## src/rcc_pkg.sv

```systemverilog
`timescale 1ns / 1ps
// ----------------------------------------------------------------------------
// rcc_pkg
// Shared types, constants and the byte update function of the CRC engine.
// ----------------------------------------------------------------------------
package rcc_pkg;

    localparam int QDEPTH = 4;
    localparam int QAW    = $clog2(QDEPTH);
    localparam int QCW    = $clog2(QDEPTH + 1);

    localparam int CRC_W     = 64;
    localparam int CFG_IDX_W = 1;

    localparam logic [CFG_IDX_W-1:0] CFG_WIDTH_MODE = 1'b0;
    localparam logic [CFG_IDX_W-1:0] CFG_POLY       = 1'b1;

    localparam logic             MODE_RESET = 1'b1;
    localparam logic [CRC_W-1:0] POLY_RESET = 64'hC96C5795D7870F42;
    localparam logic [CRC_W-1:0] ONES64     = 64'hFFFFFFFFFFFFFFFF;
    localparam logic [CRC_W-1:0] ONES32     = 64'h00000000FFFFFFFF;

    typedef struct packed {
        logic [7:0] data;
        logic       last;
    } t_item;

    function automatic logic [CRC_W-1:0] crc_byte(input logic [CRC_W-1:0] crc,
                                                   input logic [7:0]       byte_in,
                                                   input logic [CRC_W-1:0] poly);
        logic [CRC_W-1:0] c;
        c = crc ^ {56'd0, byte_in};
        for (int k = 0; k < 8; k++) begin
            if (c[0]) begin
                c = (c >> 1) ^ poly;
            end else begin
                c = c >> 1;
            end
        end
        return c;
    endfunction

endpackage

```

## src/rcc_front.sv

```systemverilog
`timescale 1ns / 1ps
// ----------------------------------------------------------------------------
// rcc_front
// Input side: accepts bytes with their last flag into a short queue.
// ----------------------------------------------------------------------------
module rcc_front import rcc_pkg::*; (
    input  logic  i_clk,
    input  logic  i_rst_n,
    input  logic  i_push,
    input  t_item i_item,
    output logic  o_full,
    output logic  o_valid,
    output t_item o_item,
    input  logic  i_ready
);

    t_item            r_mem [QDEPTH];
    logic [QAW-1:0]   r_wr_ptr;
    logic [QAW-1:0]   r_rd_ptr;
    logic [QCW-1:0]   r_count;
    logic             wr_en;
    logic             rd_en;

    assign o_full  = (r_count == QCW'(QDEPTH));
    assign o_valid = (r_count != '0);
    assign o_item  = r_mem[r_rd_ptr];
    assign wr_en   = i_push && !o_full;
    assign rd_en   = o_valid && i_ready;

    always_ff @(posedge i_clk) begin
        if (wr_en) begin
            r_mem[r_wr_ptr] <= i_item;
        end
    end

    always_ff @(posedge i_clk) begin
        if (!i_rst_n) begin
            r_wr_ptr <= '0;
            r_rd_ptr <= '0;
            r_count  <= '0;
        end else begin
            if (wr_en) begin
                r_wr_ptr <= r_wr_ptr + QAW'(1);
            end
            if (rd_en) begin
                r_rd_ptr <= r_rd_ptr + QAW'(1);
            end
            if (wr_en && !rd_en) begin
                r_count <= r_count + QCW'(1);
            end else if (rd_en && !wr_en) begin
                r_count <= r_count - QCW'(1);
            end
        end
    end

endmodule

```

## src/rcc_back.sv

```systemverilog
`timescale 1ns / 1ps
// ----------------------------------------------------------------------------
// rcc_back
// CRC datapath: config registers, running CRC and the result register.
// ----------------------------------------------------------------------------
module rcc_back import rcc_pkg::*; (
    input  logic                 i_clk,
    input  logic                 i_rst_n,
    input  logic                 i_cfg_we,
    input  logic [CFG_IDX_W-1:0] i_cfg_idx,
    input  logic [CRC_W-1:0]     i_cfg_data,
    input  logic                 i_valid,
    input  t_item                i_item,
    output logic                 o_ready,
    input  logic                 i_pop,
    output logic                 o_empty,
    output logic [CRC_W-1:0]     o_crc_value
);

    logic             r_mode;
    logic [CRC_W-1:0] r_poly;
    logic [CRC_W-1:0] r_crc;
    logic [CRC_W-1:0] r_res;
    logic             r_res_valid;
    logic [CRC_W-1:0] mask;
    logic [CRC_W-1:0] n_crc;
    logic             take;

    assign mask    = r_mode ? ONES64 : ONES32;
    assign n_crc   = crc_byte(r_crc & mask, i_item.data, r_poly & mask) & mask;
    assign o_ready = !i_item.last || !r_res_valid || i_pop;
    assign take    = i_valid && o_ready;

    assign o_empty     = !r_res_valid;
    assign o_crc_value = r_res;

    always_ff @(posedge i_clk) begin
        if (!i_rst_n) begin
            r_mode      <= MODE_RESET;
            r_poly      <= POLY_RESET;
            r_crc       <= ONES64;
            r_res_valid <= 1'b0;
        end else begin
            if (i_cfg_we && i_cfg_idx == CFG_WIDTH_MODE) begin
                r_mode <= i_cfg_data[0];
            end
            if (i_cfg_we && i_cfg_idx == CFG_POLY) begin
                r_poly <= i_cfg_data;
            end
            if (take) begin
                r_crc <= i_item.last ? ONES64 : n_crc;
            end
            if (take && i_item.last) begin
                r_res_valid <= 1'b1;
            end else if (i_pop) begin
                r_res_valid <= 1'b0;
            end
        end
    end

    always_ff @(posedge i_clk) begin
        if (take && i_item.last) begin
            r_res <= (n_crc ^ mask) & mask;
        end
    end

endmodule

```

## src/reflected_crc32_crc64_byte_engine.sv

```systemverilog
`timescale 1ns / 1ps
// ----------------------------------------------------------------------------
// reflected_crc32_crc64_byte_engine
// Byte-wise reflected CRC-32 / CRC-64 engine with programmable polynomial.
//
// Input queue: drive i_data_byte and i_last_byte with i_push; an item is
// taken on a clock edge where i_push is high and o_full is low. Bytes go
// into a four-entry queue; the back end absorbs one byte per cycle, so the
// sustained rate is one byte per cycle while no last byte waits on a held
// result, set by the combinational eight-step byte update of the running CRC.
// Result queue: when the byte marked last has been absorbed, the final CRC
// sits on o_crc_value while o_empty is low; i_pop takes it. If the result is
// not popped, non-last bytes still flow; the next last byte waits in the
// queue, and once the queue fills o_full rises.
// Config: i_cfg_we writes register i_cfg_idx (0: width mode, 1: reflected
// polynomial) from i_cfg_data; users must write only while the block is
// idle; the block does not enforce this.
// Reset (i_rst_n low, synchronous) empties both queues, selects 64-bit
// mode with the CRC-64/XZ polynomial and loads the running CRC with ones.
// ----------------------------------------------------------------------------
module reflected_crc32_crc64_byte_engine import rcc_pkg::*; (
    input  logic                 i_clk,
    input  logic                 i_rst_n,
    input  logic                 i_cfg_we,
    input  logic [CFG_IDX_W-1:0] i_cfg_idx,
    input  logic [CRC_W-1:0]     i_cfg_data,
    input  logic                 i_push,
    input  logic [7:0]           i_data_byte,
    input  logic                 i_last_byte,
    output logic                 o_full,
    input  logic                 i_pop,
    output logic                 o_empty,
    output logic [CRC_W-1:0]     o_crc_value
);

    t_item in_item;
    t_item q_item;
    logic  q_valid;
    logic  q_ready;

    assign in_item.data = i_data_byte;
    assign in_item.last = i_last_byte;

    rcc_front u_front (
        .i_clk   (i_clk),
        .i_rst_n (i_rst_n),
        .i_push  (i_push),
        .i_item  (in_item),
        .o_full  (o_full),
        .o_valid (q_valid),
        .o_item  (q_item),
        .i_ready (q_ready)
    );

    rcc_back u_back (
        .i_clk       (i_clk),
        .i_rst_n     (i_rst_n),
        .i_cfg_we    (i_cfg_we),
        .i_cfg_idx   (i_cfg_idx),
        .i_cfg_data  (i_cfg_data),
        .i_valid     (q_valid),
        .i_item      (q_item),
        .o_ready     (q_ready),
        .i_pop       (i_pop),
        .o_empty     (o_empty),
        .o_crc_value (o_crc_value)
    );

endmodule

```

## config.mk

```make
export PLATFORM = sky130hd
export DESIGN_NAME = reflected_crc32_crc64_byte_engine
export DESIGN_NICKNAME = d
export VERILOG_FILES = /design/src/rcc_pkg.sv /design/src/rcc_front.sv /design/src/rcc_back.sv /design/src/reflected_crc32_crc64_byte_engine.sv
export SDC_FILE = /design/constraint.sdc
export NUM_CORES = 1
export LEC_CHECK = 0
export BUFFER_PORTS_ARGS = -buffer_cell sky130_fd_sc_hd__buf_2
export CAP_MARGIN = 40
export CORE_MARGIN = 2
export CORE_UTILIZATION = 50
export DETAILED_ROUTE_END_ITERATION = 12
export PLACE_DENSITY = 0.69
export REMOVE_ABC_BUFFERS = 1
export SLEW_MARGIN = 0
export SYNTH_ARGS = -nofsm -noshare
export SYNTH_HDL_FRONTEND = slang
export SYNTH_SLANG_ARGS = --single-unit
```

## constraint.sdc

```tcl
create_clock -name i_clk -period 5.69 [get_ports i_clk]
set_input_delay 0.569 -clock i_clk [delete_from_list [all_inputs] [get_ports i_clk]]
set_output_delay 0.569 -clock i_clk [all_outputs]
set_load 0.01 [all_outputs]
```

=== After elaboration in Yosys (flattened, before gate mapping) ===
Memories as Yosys holds them, arrays and structs flattened. A register that Yosys moved wholly into a read port is not among the register bits.
Index checks and enable logic that the tools add are counted.

* Bits in registers: 201
* Latch bits: 0
* Memory bits (writable): 36
* ROM bits: 0
* Input bits: 79
* Output and inout bits: 66
* Logic and storage cells: 64
* Memories: 1

* Add/sub/neg operators: 4
* $mul: 0
* Div/mod/pow operators: 0
* Magnitude comparators: 0
* Equal/unequal tests: 1
* Shift operators: 0
* Multiplexer cells: 18
* Bitwise operators: 15
* Reductions and logical operators: 17

{| class="wikitable"
|+ Memory list
! memory !! depth !! width !! read ports !! clocked after Yosys merged registers in !! write ports !! line !! RTL
|-
| u_front.r_mem || 4 || 9 || 1 || 1 || 1 || rcc_front.sv:17 || <nowiki>t_item r_mem [QDEPTH];</nowiki>
|}

{| class="wikitable"
|+ Operators by type and width
! operator !! number
|-
| $mux W64 || 10
|-
| $xor A63 B64 Y64 || 8
|-
| $and A64 B64 Y64 || 4
|-
| $xor A64 B64 Y64 || 1
|-
| $xor A64 B8 Y64 || 1
|-
| $logic_and A1 B1 Y1 || 7
|-
| $mux W3 || 2
|-
| $logic_not A1 Y1 || 5
|-
| $add A2 B1 Y2 const B || 2
|-
| $mux W1 || 4
|-
| $mux W2 || 2
|-
| $reduce_bool A2 Y1 || 2
|-
| $add A3 B1 Y3 const B || 1
|-
| $eq A3 B3 Y1 const B || 1
|-
| $reduce_bool A3 Y1 || 1
|-
| $sub A3 B1 Y3 const B || 1
|-
| $logic_or A1 B1 Y1 || 2
|-
| $not A1 Y1 || 1
|}

=== Logic depth before layout (Yosys ltp) ===
Gate-level depths: netlist (run 1).

* Depth in word-level cells: 22
* Depth in mapped cells: 20
* Depth with buffers taken out: 14

=== Modules after synthesis ===
Synthesis (run 1) repeated with hierarchy kept, for this count alone.

* Cell total of the unflattened synthesis: 2009
* Area, all modules: 16804.9 µm²

{| class="wikitable"
|+ By module, submodules not included
! module !! times used !! cells an instance !! area an instance (µm²) !! sequential area each (µm²)
|-
| rcc_back || 1 || 1914 || 15020.7 || 4524.3
|-
| rcc_front || 1 || 95 || 1784.2 || 1261.2
|}

=== Worst setup path after synthesis (run 1) ===
OpenSTA, ideal clock, no wires.

* Kind: flip-flop to flip-flop
* Start: reg (tool-made name)
* End: reg u_back.r_res[37], in the netlist u_back.o_crc_value[37] (data pin)
* Library setup time: 0.255 ns
* Data arrival time: 4.199 ns
* Required time: 5.435 ns
* Path slack: 1.237 ns
* Stages on the path, launching flop included: 20
* Buffers on the path: 5
* Clock period less this slack: 4.453 ns
* Path through: dfxtp_1 -> buf_4 -> mux2i_2 -> mux2_2 -> o21ai_1 -> nand3_1 -> o21a_1 -> a211oi_2 -> buf_4 -> nand3_1 -> and4_1 -> clkbuf_1 -> o41a_1 -> a211oi_2 -> or2_1 -> buf_4 -> buf_4 -> nand2_1 -> xor2_1 -> and2_1

{| class="wikitable"
|+ RTL lines
! what !! line !! RTL
|-
| to (signal assigned) || rcc_back.sv:63 || <nowiki>r_res <= (n_crc ^ mask) & mask;</nowiki>
|-
| to (decl) || rcc_back.sv:23 || <nowiki>logic [CRC_W-1:0] r_res;</nowiki>
|}

==> results of run 1 <==
==> per-layer routing <==
metal	wire length (um)	part of all wire (%)
met1	17900	45
met3	2650	6.6
met4	784	2.0
met5	0	0
met2	18700	47
==> metrics by stage <==
| step | util [%] | instances |
|---|---|---|
| finish | 56.3 | 2493 |
| floorplan | - | 1820 |
| global placement | 53.0 | 2436 |
| detailed placement | 53.1 | 2438 |
| CTS | 56.2 | 2490 |
| global route | 56.3 | 2493 |
==> registers in the layout, summed over array words and instances (netlist names), named ones only <==
register            count
u_back.o_crc_value     64
u_back.r_crc           64
u_back.r_mode           1
u_back.r_poly          64
u_back.r_res_valid      1
u_front.r_count         3
u_front.r_mem          36
u_front.r_rd_ptr        2
u_front.r_wr_ptr        2
==> worst max-delay path, delay by kind of cell, from the launching register on <==
kind | cells | cell delay (ns)
compound gates | 7 | 2.05
xor+xnor | 2 | 0.33
buf+inv | 2 | 0.67
flops | 1 | 0.53
mux | 2 | 0.89
simple gates | 3 | 0.59
==> layout make-up <==
type / instances / area, sq um / share of cell area [%]
repair buffers: 179 / 1080 / 5.90
flip-flops and latches: 239 / 5790 / 31.7
clock buffers: 34 / 785 / 4.29
well taps: 442 / 553 / 3.03
multi-input cells: 1568 / 9800 / 53.6
inverters: 13 / 48.8 / 0.267
clock inverters: 18 / 221 / 1.21
==> cells in the mapped netlist (all sizes together) (5+ instances only) <==
| cell | number |
|---|---|
| dfxtp | 139 |
| nor3 | 18 |
| nand2 | 620 |
| xor2 | 70 |
| nor4 | 5 |
| o21ai | 81 |
| a21oi | 76 |
| and3 | 14 |
| and2 | 39 |
| xnor2 | 426 |
| a21boi | 32 |
| edfxtp | 100 |
| mux2i | 15 |
| mux4 | 9 |
| buf | 70 |
| nand3 | 46 |
| ha | 5 |
| a211oi | 8 |
| o211ai | 5 |
| nor2 | 21 |
| inv | 13 |
| nor2b | 5 |
| clkbuf | 105 |
==> final timing paths <==
path | start | endpoint
setup / recovery | register | u_back.o_crc_value[50]
hold / removal | i_cfg_data[53] | u_back.r_poly[53]
setup reg to reg | register | u_back.o_crc_value[50]
hold reg to reg | u_back.r_crc[32] | u_back.r_crc[32]
==> cells by family (layout without fill, tap and decap cells) <==
| family | count (synthesis) | count (layout) | share of synthesized area [%] |
|---|---|---|---|
| xor gates and xnor gates | 497 | 497 | 26.7 |
| and+or+nand+nor | 791 | 791 | 20.2 |
| buffers and inverters | 188 | 244 | 5.36 |
| adders and majority gates | 6 | 6 | 0.503 |
| DFF | 239 | 239 | 35.3 |
| AOI/OAI and AO/OA | 246 | 246 | 9.47 |
| muxes | 28 | 28 | 2.45 |
==> placed cells by master (no fill, tap or decap), types with 4 or more instances in the layout <==
cell type,count
nand2_1,618
xnor2_1,423
buf_2,144
dfxtp_1,139
edfxtp_1,100
a21oi_1,75
xor2_1,69
o21ai_1,61
nand3_1,45
and2_1,37
a21boi_0,32
clkbuf_16,29
buf_4,27
nor2_1,19
o21ai_0,19
nor3_1,16
and3_1,14
mux2i_1,14
inv_1,11
mux4_2,9
clkinv_2,8
buf_12,7
o211ai_1,5
nor2b_1,5
nor4_1,5
a211oi_1,5
ha_1,5
bufinv_16,5
nor3b_1,4
and3b_1,4
mux2_2,4
clkbuf_8,4
==> repair_timing <==
action / 4_1_cts / 5_1_grt
setup endpoints to repair: 0 / 92
setup buffers: 0 / 3
gates resized for setup: 0 / 2
==> run_results.csv, run 1 <==
group,metric,value,unit
min_path,min_path_cells,3,
floorplan,placementRows,66,
global_routing,grt_use_met2,39.9,%
routing,drc_errors,0,
finish,n_antenna_cell,0,
global_routing,grt_pass1_vias,12407,
routing,dr.pass1.iters,5,
critical_path,regToRegSetupSlack,0.35,ns
sta,fmax,187,MHz
global_routing,grt_overflow,0,
synth,synthArstFlopShare,0,%
sta,finalSetupTns,0,ns
clock_tree,clk_pin_slew,0.06,ns
floorplan,dieArea,34300,sq um
synth,ys.flop_type,"dfxtp_1",
routing,totalWireLength,40.0,mm
routing,routed_via_density,5.29,
synth,avgSynthCellArea,8.22,sq um
placement,hpwl,26.4,mm
sta,period_share,93.9,%
clock_tree,clk_latency,0.55,ns
sta,holdWs,0.229,ns
placement,placed_area,17200,sq um
finish,nets,2114,
sta,skew,0.0136,ns
clock_tree,cts_made_buffers,28,
global_routing,grt_max_degree,66,
sta,max-slew-margin-rel,42.2,%
synth,ys_ff_latch,239,
critical_path,required,5.99,ns
floorplan,initial_core_util,50.5,%
global_routing,gr-usage-met1,31.4,%
finish,nFillCells,2956,
synth,netlist_instances,1995,
status,outcome,"completed",
clock_tree,cts_tree,"built",
critical_path,end_kind,"register",
synth,yosysSeqAreaShare,35.3,%
clock_tree,htree_levels,1,
sta,fin_crit,5.34,ns
synth,synth_edf_count,100,
synth,synthDistinctLibCells,78,
synth,yosysTopAreaCell,"xnor2_1",
routing,wl_per_cell,16.1,um
placement,port_buffers,144,
critical_path,critPathSlowestCell,"dfxtp_1",
finish,drive_above_1_share,13.2,%
floorplan,die_h,185,um
flow_run,maxCapViolations,0,
placement,post-place-ws,0.237,ns
critical_path,path_class,"reg2reg",
critical_path,worstPathArrival,5.64,ns
routing,via_count,13200,
synth,synth_top_area_share,22.7,%
min_path,min_path_type,"in2reg",
global_routing,grt_pass1_wl,64.5,mm
routing,antenna_left,0,
sta,drv_slew,0,
sta,setup_viol,0,
synth,netlist_area,16400,sq um
critical_path,max_stage_delay,0.53,ns
clock_tree,clockBufferDepth,3,
global_routing,antenna_found_initial,0,
clock_tree,cts_hold_buf,0,
critical_path,r2r_cells,16,
global_routing,busiest_layer,"met2",
clock_tree,cts_root_buf,"clkbuf_16",
finish,area_growth,11.4,%
floorplan,die_width,185,um
global_routing,grt_usage,23.4,%
clock_tree,clock-sinks,239,
sta,hold_violations,0,
global_routing,use_met3,3.13,%
critical_path,path_cells,"mux2i_2, mux2_2, o21ai_2, a211oi_2, a32oi_1, o211a_2, buf_4, xnor2_1, o21ai_0, o41a_1, a211oi_2, or2_2, buf_4, nand2_1, xor2_1, and2_1",
finish,design_area,18300,sq um
floorplan,core,32500,sq um
critical_path,path_max_fanout,31,
synth,synth_warnings,0,
floorplan,io_pins,145,
sta,tightest_slew,0.867,ns
sta,fin_ws,0.347,ns
critical_path,cp-start-kind,"register",
placement,gp_congestion,0.876,
synth,synthTopCellsByArea,"xnor2_1 (23%), edfxtp_1 (18%), dfxtp_1 (17%)",
routing,drt_iter0_markers,1062,
Power of run 1 is left out: the tool's default activity adds up to more than one toggle a clock period on the data nets, which glitch-free logic cannot reach.
==> inputs of run 2 (changes only) <==
Settings changed: PLACE_DENSITY 0.69 to 0.79.
==> run_results.csv, run 2 (synthesis results as in run 1) <==
group,metric,value,unit
status,outcome,"completed",
routing,dr.pass1.iters,7,
finish,multi_input_area,9780,sq um
sta,skew,0.0150,ns
placement,post-place-cells,2441,
routing,drt_iter0_markers,1141,
finish,nets,2113,
global_routing,grt_overflow,0,
finish,area_growth,10.3,%
finish,seqCellArea,5790,sq um
routing,totalWireLength,40.5,mm
routing,routed_via_density,5.41,
floorplan,core,32500,sq um
finish,n_antenna_cell,0,
global_routing,grt_usage,23.6,%
finish,nFillCells,2865,
sta,tightest_slew,0.812,ns
placement,gp_congestion,0.882,
critical_path,r2r_cells,14,
finish,fin_cells,2490,
critical_path,path_class,"reg2reg",
clock_tree,clk_latency,0.54,ns
sta,period_share,92.5,%
routing,antenna_left,0,
sta,setup_viol,0,
placement,port_buffers,144,
clock_tree,htree_levels,1,
floorplan,initial_core_util,50.5,%
sta,fmax,190,MHz
sta,max-slew-margin-rel,45.8,%
global_routing,grt_pass1_vias,12671,
critical_path,timing.rr.end,"u_back.o_crc_value[4]",
clock_tree,clk_pin_slew,0.06,ns
clock_tree,cts_root_buf,"clkbuf_16",
critical_path,end_kind,"register",
critical_path,crit_end,"u_back.o_crc_value[4]",
critical_path,worstPathArrival,5.54,ns
sta,fin_crit,5.26,ns
floorplan,io_pins,145,
critical_path,regToRegSetupSlack,0.43,ns
clock_tree,cts_tree,"built",
global_routing,grt_max_degree,64,
finish,final_common_cell,"nand2_1",
clock_tree,cts_made_buffers,27,
critical_path,path_max_fanout,31,
routing,via_count,13482,
finish,final_cell_mix,"nand2_1 (618), xnor2_1 (423), buf_2 (144)",
floorplan,die_width,185,um
critical_path,cp-start-kind,"register",
floorplan,die_h,185,um
placement,hpwl,27.4,mm
clock_tree,clockBufferDepth,3,
sta,grt_setup_unrepaired,"no",
clock_tree,clock-sinks,239,
routing,drc_errors,0,
clock_tree,cts_hold_buf,0,
critical_path,required,5.97,ns
sta,hold_violations,0,
global_routing,grt_pass1_wl,65.3,mm
floorplan,placementRows,66,
min_path,min_path_type,"in2reg",
global_routing,antenna_found_initial,0,
floorplan,dieArea,34300,sq um
sta,drv_slew,0,
routing,wl_per_cell,16.3,um
flow_run,maxCapViolations,0,
finish,drive_above_1_share,12.8,%
-- run 2: final cells by class --
class,instances,area share [%]
flip-flops and latches,239,32.0
clock buffers,37,4.16
clock inverters,12,0.539
well taps,442,3.06
repair buffers,179,5.93
multi-input cells,1568,54.1
inverters,13,0.270
-- run 2: how the worst min path moves through the flow --
stage                     start                end  slack (ns)  cells after the start
6_report         i_cfg_data[10]  u_back.r_poly[10]        0.24                      3
5_1_grt          i_cfg_data[59]  u_back.r_poly[59]        0.24                      3
4_1_cts          i_cfg_data[59]  u_back.r_poly[59]        0.22                      3
3_5_place_dp   u_back.r_crc[32]   u_back.r_crc[32]        0.46                      2
3_3_place_gp   u_back.r_crc[32]   u_back.r_crc[32]        0.46                      2
2_1_floorplan  u_back.r_crc[32]   u_back.r_crc[32]        0.45                      2
-- run 2: timing repair --
| action | in CTS | in global routing |
|---|---|---|
| setup endpoints to repair | 0 | 53 |
| setup buffers | 0 | 0 |
| resized for setup | 0 | 2 |
-- run 2: through the flow --
stage	setup WS, ns	TNS, ns	cell area, sq um	util, %	hold slack [ns]
2_1_floorplan	-1.84	-216.89	15600	-	0.445
3_3_place_gp	0.506	0	17200	53.0	0.458
3_5_place_dp	0.395	0	17200	53.1	0.465
4_1_cts	0.386	0	18100	55.7	0.223
5_1_grt	0.0268	0	18100	55.8	0.239
6_report	0.428	0	18100	55.8	0.241
-- run 2: per-layer routing --
metal / wire length, um / track usage [%] / vias to the layer above
met5: 0 / 0 / -
met4: 895 / 6.16 / 0
met3: 2710 / 3.15 / 61
met2: 19200 / 40.7 / 501
li1: - / - / 6503
met1: 17700 / 31.3 / 6417
-- run 2: worst max-delay path, stage by stage, from the launching register on --
cell,delay [ns]
dfxtp_1,0.57
mux2i_2,0.46
mux2_2,0.43
o21ai_2,0.38
nand2_1,0.23
xnor2_1,0.22
a211o_1,0.32
a221oi_1,0.44
a31oi_1,0.29
o41a_1,0.47
a211oi_2,0.29
or2_2,0.21
buf_4,0.34
nand2_1,0.12
xor2_1,0.18
Power of run 2 is left out for the same reason.
==> inputs of run 3 (changes only) <==
Settings changed: SYNTH_HIERARCHICAL set to 1.
==> run_results.csv, run 3 <==
group,metric,value,unit
sta,fin_crit,5.36,ns
global_routing,grt_max_degree,78,
floorplan,die_h,187,um
sta,hold_violations,0,
critical_path,path_class,"reg2reg",
placement,placed_area,17800,sq um
flow_run,maxCapViolations,0,
clock_tree,cts_tree,"built",
critical_path,worstPathArrival,5.64,ns
placement,hpwl,28.9,mm
floorplan,initial_core_util,50.5,%
synth,yosysSeqAreaShare,34.4,%
sta,grt_setup_unrepaired,"no",
clock_tree,clockBufferDepth,3,
finish,design_area,18800,sq um
floorplan,die_width,187,um
critical_path,end_kind,"register",
floorplan,core,33300,sq um
placement,gp_congestion,0.891,
routing,drt_iter0_markers,1495,
global_routing,grt_pass1_wl,70.9,mm
synth,yosys.cell_count.top_type,"xnor2_1",
sta,tightest_slew,0.854,ns
status,outcome,"completed",
finish,final_common_cell,"xnor2_1",
clock_tree,clk_latency,0.55,ns
routing,dr.pass1.iters,5,
clock_tree,clk_pin_slew,0.07,ns
global_routing,grt_overflow,0,
synth,synth_warnings,6,
synth,netlist_area,16800,sq um
synth,synthArstFlopShare,0,%
finish,drive_above_1_share,13.0,%
clock_tree,cts_root_buf,"clkbuf_16",
finish,final_cell_mix,"xnor2_1 (466), nand2_1 (398), o21ai_0 (165)",
finish,multi_input_area,10300,sq um
finish,nets,2116,
sta,max-slew-margin-rel,43.0,%
routing,antenna_left,0,
finish,seqCellArea,5790,sq um
sta,setup_viol,0,
routing,routed_via_density,5.65,
synth,yosysTopAreaCell,"xnor2_1",
critical_path,required,5.98,ns
finish,area_growth,11.7,%
sta,skew,0.0264,ns
synth,ys_ff_latch,239,
clock_tree,cts_made_buffers,26,
min_path,min_path_type,"in2reg",
sta,fmax,187,MHz
placement,port_buffers,144,
routing,via_count,14120,
clock_tree,cts_hold_buf,0,
floorplan,io_pins,145,
sta,drv_slew,0,
sta,period_share,94.2,%
finish,n_antenna_cell,0,
global_routing,grt_pass1_vias,13717,
critical_path,path_max_fanout,9,
sta,fin_ws,0.331,ns
global_routing,grt_usage,24.4,%
synth,netlist_instances,2009,
floorplan,dieArea,35100,sq um
clock_tree,htree_levels,1,
routing,drc_errors,0,
global_routing,antenna_found_initial,0,
synth,synth_edf_count,100,
floorplan,placementRows,67,
routing,wl_per_cell,17.6,um
synth,synthDistinctLibCells,70,
finish,nFillCells,2818,
synth,avgSynthCellArea,8.36,sq um
synth,synth_top_area_share,24.3,%
synth,synthTopCellsByArea,"xnor2_1 (24%), edfxtp_1 (18%), dfxtp_1 (17%)",
placement,post-place-ws,0.258,ns
routing,totalWireLength,44.0,mm
synth,synthTopCellsByCount,"xnor2_1 (467), nand2_1 (402), o21ai_0 (165)",
critical_path,cp-start-kind,"register",
synth,ys.flop_type,"dfxtp_1",
clock_tree,clock-sinks,239,
run 3: logic make-up after synthesis:
group	share of synthesized area, %
buffers and inverters	4.80
adders and majority gates	0.491
DFF	34.4
AOI/OAI and AO/OA	15.5
muxes	1.56
xor gates and xnor gates	27.2
and+or+nand+nor	16.0
run 3: critical path: stages (launching register included):
cell       delay, ns
dfxtp_1         0.44
mux4_2          0.61
xor2_4          0.22
xnor2_1         0.50
a221oi_1        0.22
o22a_1          0.23
o21ai_1         0.49
a2111oi_0       0.23
buf_4           0.20
or4_2           0.70
and2_1          0.29
and3_1          0.21
o21ai_0         0.15
xnor3_1         0.45
and2_1          0.18
run 3: per-layer routing:
metal / vias up / share of wire [%] / track usage (%)
met2: 553 / 47 / 41.1
met1: 6725 / 43 / 32.2
met3: 86 / 6.9 / 3.28
li1: 6756 / - / -
met4: 0 / 2.7 / 8.85
met5: - / 0 / 0
run 3: cell type report:
class	instances	area share (%)
Clock buffer	34	4.19
Clock inverter	14	0.553
Inverter	11	0.220
Multi-Input combinational cell	1565	54.9
Sequential cell	239	30.8
Tap cell	448	2.99
Timing Repair Buffer	188	6.33
run 3: worst paths after layout:
kind	start	to	slack (ns)	cells after the start
min	i_cfg_data[44]	u_back/r_poly[44]	0.22	3
max	register	u_back/o_crc_value[58]	0.33	14
min reg2reg	u_back/r_crc[7]	u_back/r_crc[7]	0.50	2
max reg2reg	register	u_back/o_crc_value[58]	0.33	14
run 3: repair_timing:
action	4_1_cts	5_1_grt
endpoints found under the hold margin	0	0
gates resized for setup	0	3
endpoints found under the setup margin	0	56
buffers inserted	0	1
run 3: through the flow:
step,std cells,hold slack [ns],utilization [%],setup TNS (ns)
floorplan,1814,0.439,-,-488.71
global placement,2445,0.463,53.4,0
detailed placement,2449,0.483,53.6,0
CTS,2497,0.217,56.3,0
global route,2499,0.221,56.4,0
finish,2499,0.222,56.4,0
Power of run 3 is left out for the same reason.
